`src/rtl/core/gsm7_pkg.sv`:
```
// Shared types, constants and the character-to-septet lookup for the GSM-7 septet packer.
// Depends on nothing; every module of the packer imports it.
package gsm7_pkg;

    localparam logic [7:0] LIMIT_CAP = 8'd160;
    localparam logic [7:0] NO_SEPTET = 8'hFF;
    localparam logic [7:0] MAX_CHARS_RESET = 8'd160;
    localparam int unsigned FIFO_DEPTH = 4;

    typedef enum logic [1:0] {
        ST_OK       = 2'd0,
        ST_BAD_CHAR = 2'd1,
        ST_TOO_LONG = 2'd2
    } status_t;

    typedef struct packed {
        logic [7:0] packed_byte;
        logic       last_result;
        status_t    status;
        logic [7:0] septet_count;
        logic [7:0] byte_count;
    } result_t;

    // Results produced by one character: zero, one or two of them.
    typedef struct packed {
        logic [1:0] n;
        result_t    r0;
        result_t    r1;
    } push_t;

    // GSM 03.38 default alphabet for 7-bit ASCII, with the usual substitutions.
    function automatic logic [7:0] septet_of(input logic [6:0] code);
        logic [7:0] s;
        s = NO_SEPTET;
        priority if (code == 7'h0A || code == 7'h0D)
            s = {1'b0, code};
        else if (code == 7'h24)
            s = 8'h02;
        else if (code == 7'h40)
            s = 8'h00;
        else if (code == 7'h5B)
            s = 8'h3C;
        else if (code == 7'h5D)
            s = 8'h3E;
        else if (code == 7'h5F)
            s = 8'h11;
        else if (code >= 7'h20 && code <= 7'h3F)
            s = {1'b0, code};
        else if (code >= 7'h41 && code <= 7'h5A)
            s = {1'b0, code};
        else if (code >= 7'h61 && code <= 7'h7A)
            s = {1'b0, code};
        else
            s = NO_SEPTET;
        return s;
    endfunction

endpackage

```
`src/rtl/core/gsm7_pack_core.sv`:
```
// Message state and the single-pass septet packing step of the GSM-7 packer.
// Depends on gsm7_pkg for the septet lookup, result and push types.
module gsm7_pack_core
    import gsm7_pkg::*;
(
    input  logic       clk,
    input  logic       rst_n,
    input  logic       step,
    input  logic [7:0] char_code,
    input  logic       last_char,
    input  logic [7:0] max_chars,
    output push_t      push
);

    logic [6:0] leftover_bits_reg, leftover_bits_next;
    logic [2:0] leftover_count_reg, leftover_count_next;
    logic [7:0] chars_seen_reg, chars_seen_next;
    logic [7:0] bytes_out_reg, bytes_out_next;
    logic       bad_char_reg, bad_char_next;

    logic [7:0]  limit;
    logic [7:0]  cs_inc;
    logic [7:0]  sept;
    logic        unmapped;
    logic        pack_ok;
    logic        do_pack;
    logic [13:0] acc;
    logic        full;
    logic [6:0]  new_bits;
    logic [2:0]  new_count;
    logic [7:0]  bytes_packed;
    logic        flush;
    logic [7:0]  bytes_total;
    logic        too_long;
    logic        err;
    result_t     zero_res;

    always_comb
    begin
        limit    = (max_chars < LIMIT_CAP) ? max_chars : LIMIT_CAP;
        cs_inc   = (chars_seen_reg <= limit) ? chars_seen_reg + 8'd1 : chars_seen_reg;
        sept     = char_code[7] ? NO_SEPTET : septet_of(char_code[6:0]);
        unmapped = (sept == NO_SEPTET);
        pack_ok  = (cs_inc <= limit) && !bad_char_reg;
        do_pack  = pack_ok && !unmapped;

        acc  = {7'b0, leftover_bits_reg} | ({7'b0, sept[6:0]} << leftover_count_reg);
        // Seven new bits complete a byte whenever any bits were pending.
        full = (leftover_count_reg != 3'd0);
        if (full)
        begin
            new_bits  = {1'b0, acc[13:8]};
            new_count = leftover_count_reg - 3'd1;
        end
        else
        begin
            new_bits  = acc[6:0];
            new_count = 3'd7;
        end

        bad_char_next = bad_char_reg | (pack_ok && unmapped);
        bytes_packed  = bytes_out_reg + {7'b0, (do_pack && full)};
        too_long      = (cs_inc > limit);
        err           = too_long || bad_char_next;
        flush         = (new_count != 3'd0);
        bytes_total   = bytes_packed + {7'b0, flush};

        zero_res = '{packed_byte: 8'd0, last_result: 1'b0, status: ST_OK,
                     septet_count: 8'd0, byte_count: 8'd0};
        push.n   = 2'd0;
        push.r0  = zero_res;
        push.r1  = zero_res;

        leftover_bits_next  = do_pack ? new_bits : leftover_bits_reg;
        leftover_count_next = do_pack ? new_count : leftover_count_reg;
        chars_seen_next     = cs_inc;
        bytes_out_next      = bytes_packed;

        if (!last_char)
        begin
            if (do_pack && full)
            begin
                push.n              = 2'd1;
                push.r0.packed_byte = acc[7:0];
            end
        end
        else
        begin
            // The last character always clears the message state.
            leftover_bits_next  = 7'd0;
            leftover_count_next = 3'd0;
            chars_seen_next     = 8'd0;
            bytes_out_next      = 8'd0;
            bad_char_next       = 1'b0;
            if (err)
            begin
                push.n              = 2'd1;
                push.r0.last_result = 1'b1;
                push.r0.status      = too_long ? ST_TOO_LONG : ST_BAD_CHAR;
            end
            else if (full && flush)
            begin
                push.n                = 2'd2;
                push.r0.packed_byte   = acc[7:0];
                push.r1.packed_byte   = {1'b0, new_bits};
                push.r1.last_result   = 1'b1;
                push.r1.septet_count  = cs_inc;
                push.r1.byte_count    = bytes_total;
            end
            else
            begin
                push.n                = 2'd1;
                push.r0.packed_byte   = full ? acc[7:0] : {1'b0, new_bits};
                push.r0.last_result   = 1'b1;
                push.r0.septet_count  = cs_inc;
                push.r0.byte_count    = bytes_total;
            end
        end
    end

    always_ff @(posedge clk or negedge rst_n)
    begin
        if (!rst_n)
        begin
            leftover_bits_reg  <= 7'd0;
            leftover_count_reg <= 3'd0;
            chars_seen_reg     <= 8'd0;
            bytes_out_reg      <= 8'd0;
            bad_char_reg       <= 1'b0;
        end
        else if (step)
        begin
            leftover_bits_reg  <= leftover_bits_next;
            leftover_count_reg <= leftover_count_next;
            chars_seen_reg     <= chars_seen_next;
            bytes_out_reg      <= bytes_out_next;
            bad_char_reg       <= bad_char_next;
        end
    end

endmodule

```
`src/rtl/core/gsm7_result_fifo.sv`:
```
// Four-entry result queue of the GSM-7 packer: takes up to two results a cycle, gives one.
// Depends on gsm7_pkg for the result and push types.
module gsm7_result_fifo
    import gsm7_pkg::*;
(
    input  logic    clk,
    input  logic    rst_n,
    input  logic    push_en,
    input  push_t   push,
    input  logic    pop,
    output logic    room,
    output logic    not_empty,
    output result_t head
);

    localparam int unsigned PtrW = $clog2(FIFO_DEPTH);
    localparam int unsigned CntW = $clog2(FIFO_DEPTH + 1);

    result_t       entry_reg [FIFO_DEPTH];
    logic [PtrW-1:0] wr_ptr_reg, wr_ptr_next;
    logic [PtrW-1:0] rd_ptr_reg, rd_ptr_next;
    logic [CntW-1:0] count_reg, count_next;
    logic [CntW-1:0] n_in;
    logic            do_pop;

    assign not_empty = (count_reg != '0);
    assign head      = entry_reg[rd_ptr_reg];
    // Two free entries are needed, since one character can make two results.
    assign room      = (count_reg <= CntW'(FIFO_DEPTH - 2));

    always_comb
    begin
        do_pop      = pop && not_empty;
        n_in        = push_en ? CntW'(push.n) : '0;
        wr_ptr_next = wr_ptr_reg + PtrW'(n_in);
        rd_ptr_next = rd_ptr_reg + PtrW'(do_pop);
        count_next  = count_reg + n_in - CntW'(do_pop);
    end

    always_ff @(posedge clk or negedge rst_n)
    begin
        if (!rst_n)
        begin
            wr_ptr_reg <= '0;
            rd_ptr_reg <= '0;
            count_reg  <= '0;
        end
        else
        begin
            wr_ptr_reg <= wr_ptr_next;
            rd_ptr_reg <= rd_ptr_next;
            count_reg  <= count_next;
        end
    end

    always_ff @(posedge clk)
    begin
        if (push_en && push.n != 2'd0)
            entry_reg[wr_ptr_reg] <= push.r0;
        if (push_en && push.n == 2'd2)
            entry_reg[wr_ptr_reg + PtrW'(1)] <= push.r1;
    end

endmodule

```
`src/rtl/core/gsm7_septet_packer_unit.sv`:
```
// Top level of the GSM-7 septet packer: input register, max_chars register, packing step
// and result queue. Depends on gsm7_pkg, gsm7_pack_core and gsm7_result_fifo.
//
//   Channel   Signals                                          Direction
//   -------   ----------------------------------------------   ---------
//   input     in_valid, in_ready, char_code, last_char          in
//   output    out_valid, out_ready, packed_byte, last_result,   out
//             status, septet_count, byte_count
//   config    cfg_wr_en, cfg_wr_data (max_chars)                in
//
// A request is taken into the input register; it is packed once the queue has two free
// entries, and its zero, one or two results are written into a four-entry result queue
// that drives the outputs. One request per cycle is accepted as long as the queue has two
// free entries, so the rate is one character per cycle whenever the consumer takes results
// as fast as they come.
// Reset clears the message state and the queue and sets max_chars to 160.
// A stalled consumer fills the queue, after which in_ready drops until entries drain.
module gsm7_septet_packer_unit
    import gsm7_pkg::*;
(
    input  logic       clk,
    input  logic       rst_n,
    input  logic       in_valid,
    output logic       in_ready,
    input  logic [7:0] char_code,
    input  logic       last_char,
    output logic       out_valid,
    input  logic       out_ready,
    output logic [7:0] packed_byte,
    output logic       last_result,
    output logic [1:0] status,
    output logic [7:0] septet_count,
    output logic [7:0] byte_count,
    input  logic       cfg_wr_en,
    input  logic [7:0] cfg_wr_data
);

    logic       item_valid_reg;
    logic [7:0] char_reg;
    logic       last_reg;
    logic [7:0] max_chars_reg;
    logic       room;
    logic       advance;
    logic       in_take;
    push_t      push;
    result_t    head;

    // The held request moves on only when the queue can absorb both of its results.
    assign advance  = item_valid_reg && room;
    assign in_ready = !item_valid_reg || advance;
    assign in_take  = in_valid && in_ready;

    always_ff @(posedge clk or negedge rst_n)
    begin
        if (!rst_n)
        begin
            item_valid_reg <= 1'b0;
            max_chars_reg  <= MAX_CHARS_RESET;
        end
        else
        begin
            if (in_take)
                item_valid_reg <= 1'b1;
            else if (advance)
                item_valid_reg <= 1'b0;
            if (cfg_wr_en)
                max_chars_reg <= cfg_wr_data;
        end
    end

    // The character payload needs no reset; it is qualified by item_valid_reg.
    always_ff @(posedge clk)
    begin
        if (in_take)
        begin
            char_reg <= char_code;
            last_reg <= last_char;
        end
    end

    gsm7_pack_core u_core (
        .clk       (clk),
        .rst_n     (rst_n),
        .step      (advance),
        .char_code (char_reg),
        .last_char (last_reg),
        .max_chars (max_chars_reg),
        .push      (push)
    );

    gsm7_result_fifo u_fifo (
        .clk       (clk),
        .rst_n     (rst_n),
        .push_en   (advance),
        .push      (push),
        .pop       (out_ready),
        .room      (room),
        .not_empty (out_valid),
        .head      (head)
    );

    assign packed_byte  = head.packed_byte;
    assign last_result  = head.last_result;
    assign status       = head.status;
    assign septet_count = head.septet_count;
    assign byte_count   = head.byte_count;

endmodule

```
`config.mk`:
```
export PLATFORM = sky130hd
export DESIGN_NAME = gsm7_septet_packer_unit
export DESIGN_NICKNAME = d
export VERILOG_FILES = /design/src/rtl/core/gsm7_pkg.sv /design/src/rtl/core/gsm7_pack_core.sv /design/src/rtl/core/gsm7_result_fifo.sv /design/src/rtl/core/gsm7_septet_packer_unit.sv
export SDC_FILE = /design/constraint.sdc
export NUM_CORES = 1
export LEC_CHECK = 0
export ABC_AREA = 1
export BUFFER_PORTS_ARGS = -buffer_cell sky130_fd_sc_hd__buf_2
export CAP_MARGIN = 25
export CORE_MARGIN = 5
export CORE_UTILIZATION = 56
export CTS_CLUSTER_DIAMETER = 80
export DETAILED_ROUTE_END_ITERATION = 8
export PLACE_DENSITY = 0.78
export RECOVER_POWER = 25
export SLEW_MARGIN = 20
export SYNTH_ARGS = -nofsm -noshare
export SYNTH_HDL_FRONTEND = slang
export SYNTH_HIERARCHICAL = 1
export SYNTH_SLANG_ARGS = --single-unit
```
`constraint.sdc`:
```
create_clock -name clk -period 5.05 [get_ports clk]
set_input_delay 0 -clock clk [delete_from_list [all_inputs] [get_ports clk]]
set_output_delay 0 -clock clk [all_outputs]
set_load 0.005 [all_outputs]
```
==> results by group <==
Outcome
  – Status: complete, but fails checks
  – Failing checks: capacitance limit, slew limit

Placed design
  – DP HPWL: 13.86 mm
  – Gp weighted congestion: 0.8889
  – # port buffers: 50
  – Post-placement cell count: 1391

Clock network
  – CTS tree: done
  – Worst skew pair latency: 0.43 ns
  – H-tree depth: 4
  – Reg clk slew, reported paths: 0.07 ns
  – Clk root buf: clkbuf_16
  – Bufs on Longest Clock Path: 2
  – TritonCTS Sinks: 160
  – CTS Buf Count: 17

Timing
  – Slew HR: -8.064%
  – Final hold violations: 0
  – Fin. max-slew vios: 56
  – Max Fclk: 209.9 MHz
  – Fin crit share: 94.32%
  – Setup_tns: 0 ns
  – Final setup vio count: 0
  – Measured slew at the worst slew-check pin: 1.621 ns
  – Setup Skew: 0.01022 ns
  – Post-route minimum period: 4.763 ns

Critical path
  – Crit start category: flop
  – Crit path top cell by count: nand2_1
  – Critical path type: reg -> reg
  – Crit Path Max Fanout: 7
  – CP endpoint kind: flop
  – Reg-to-reg setup timing slack: 0.29 ns
  – Worst path slowest cell: dfstp_2
  – Critical R2R Launch: max_chars_reg[7]
  – Worst R2R Path Depth: 33
  – CP max stage delay: 0.57 ns
  – Worst EP required: 5.22 ns
  – CP Data Arrival Time: 4.93 ns
  – Reg-to-Reg End: u_fifo/entry_reg[0][7]

Yosys
  – Synth Register Bits: 160
  – Area of the mapped netlist: 9672 um2
  – Register area share after synthesis: 47.48%
  – Syn Area/Cell: 8.529 um2
  – Synth Flop Type: edfxtp_1
  – Yosys cell types: 44
  – Post-synth EDFFs: 117
  – Yosys warnings: 6
  – Async SR Flop Fraction: 26.88%
  – Synth top area share: 36.33%
  – Area contributors post-synth: edfxtp_1, dfrtp_1, nand2_1
  – Cell taking the most area after synthesis: edfxtp_1
  – Mapped Cells: 1134
  – Count leader, synth: nand2_1
  – Most instantiated cells after synthesis: nand2_1, nor2_1, edfxtp_1, inv_1, o21ai_0

Finish
  – Post-layout nets: 1278
  – Total area of sequential cells: 4593 um2
  – Area of the multi-input gates: 4400 um2
  – Layout filler cell count: 1351
  – Layout Cells excl Fill: 1466
  – N_diodes: 0
  – Area Growth Syn to Fin: 16.57%
  – Share of cells above drive strength 1: 18.21%
  – Largest register FFs: 108

Floorplan
  – DIE AREA: 20000 um2
  – FP Rows: 48
  – Die height: 141.4 um
  – Initial Util: 56.51%
  – Width of the die: 141.4 um
  – Core area: 17120 um2
  – Ports: 51

Power
  – Clock power share: 20.1%
  – Comb power frac: 49.9%
  – Pleak: 4.561 nW
  – PD cells: 590.8 nW/um2
  – Int Power: 0.003827 W
  – Sw frac: 42.55%
  – Worst ir drop on vdd: 0.3307 mV
  – Seq pwr share: 30.0%
  – P_sw: 0.002835 W

Detailed routing
  – Antenna viol nets, final: 0
  – Routed len/inst: 14.94 um
  – # DRC: 0
  – Drt pass-1 iters: 5
  – Via count: 7981
  – Initial DRC count: 610
  – Via density: 5.444
  – Final wirelength: 21.90 mm

Run
  – Max Cap Viol: 1

Global route
  – Vias in the first global route: 7521
  – Initial antenna violation count: 0
  – All-layer global routing usage: 22.68%
  – First-pass GRT wire length: 36.64 mm
  – Largest net degree at the start of global routing: 59
  – Total gr overflow: 0

Worst hold path
  – Hold Path Depth: 2
  – Hold path start: char_code[1]
  – Worst Hold End: char_reg[1]
  – Hold crit path type: in -> reg
## critical path, delay by kind of cell, from the launching register on
kind	cells	cell delay (ns)
fa+ha+maj	4	0.79
xor+xnor	2	0.32
buf+inv	4	0.45
flops	1	0.57
simple gates	14	1.54
compound gates	9	0.81
## worst max-delay path by stage
stage                      from                endpoint  slack, ns  depth (start not counted)
4_1_cts        max_chars_reg[7]  u_fifo/entry_reg[0][5]     -0.005                         31
6_report       max_chars_reg[7]  u_fifo/entry_reg[0][7]       0.29                         33
5_1_grt        max_chars_reg[7]  u_fifo/entry_reg[0][7]      -0.04                         33
3_3_place_gp   max_chars_reg[6]  u_fifo/entry_reg[0][7]      -0.05                         31
3_5_place_dp   max_chars_reg[6]  u_fifo/entry_reg[0][7]      -0.27                         31
2_1_floorplan  max_chars_reg[6]  u_fifo/entry_reg[0][7]       0.01                         31
## layout make-up
| type | count | share of cell area [%] |
|---|---|---|
| inverter | 114 | 3.818 |
| clock inverter | 14 | 1.576 |
| sequential | 160 | 40.74 |
| tap | 225 | 2.497 |
| timing repair buffer | 123 | 8.445 |
| clock buffer | 18 | 3.895 |
| multi-input combinational | 812 | 39.03 |
## through the flow
step                      cell area [um2]  setup slack (ns)  utilization [%]  total power, W  hold WS (ns)
final                               11270            0.2868            65.87        0.006662        0.2819
after global routing                11270          -0.03706            65.87        0.007200        0.2751
after CTS                           11160         -0.004798            65.18        0.006573       0.07875
after detailed placement            10140           -0.2660            59.26        0.005187     -0.002485
after global placement              10120          -0.05045            59.14        0.005092        0.1772
after floorplan                      9698          0.009746                -        0.004242       -0.2956
## logic make-up (layout without fill, tap and decap cells)
group	count (synthesis)	in the layout	synth area share, %
XOR/XNOR	18	18	1.630
adder cells (fa/ha/maj)	28	28	3.700
AO/OA/AOI/OAI	264	264	15.74
buffers and inverters	165	269	8.590
other	1	4	0.03877
AND/OR/NAND/NOR	498	498	22.82
flip-flops	160	160	47.48
## layer usage
layer | vias to the layer above | track usage (%) | wire [um] | share of wire, %
met4 | 0 | 7.424 | 369 | 1.7
met2 | 279 | 39.20 | 10920 | 50
met3 | 38 | 4.179 | 1325 | 6.0
met5 | - | 0 | 0 | 0
li1 | 3994 | - | - | -
met1 | 3670 | 28.95 | 9282 | 42
## timing repair
action | 4_1_cts | 5_1_grt
hold endpoints to repair | 61 | 0
hold buffers | 36 | 0
gates resized for setup | 7 | 29
setup endpoints to repair | 16 | 44
pin swaps | 3 | 8
setup buffers | 2 | 5
## power groups by stage
stage	sequential (W)	combinational, W	clock [W]
after detailed placement	0.00202	0.00317	0
after CTS	0.00199	0.00323	0.00135
after floorplan	0.00197	0.00227	0
final	0.00200	0.00333	0.00134
after global routing	0.00203	0.00375	0.00142
after global placement	0.00201	0.00308	0
## cell usage in the layout, fill, tap and decap left out, drive strengths merged, types with 4 or more instances in the layout
master | Yosys | layout
a21oi | 23 | 23
buf | 34 | 78
clkbuf | 17 | 27
clkinv | 1 | 5
conb | 1 | 4
dfrtp | 41 | 41
dlygate4sd3 | 0 | 36
edfxtp | 117 | 117
ha | 27 | 27
inv | 113 | 117
nand2 | 263 | 263
nand3 | 52 | 52
nand4 | 15 | 15
nor2 | 157 | 157
nor3 | 7 | 7
o21ai | 219 | 219
o22ai | 15 | 15
xnor2 | 6 | 6
xor2 | 12 | 12
No activity file was read; power rests on OpenSTA's default activity.
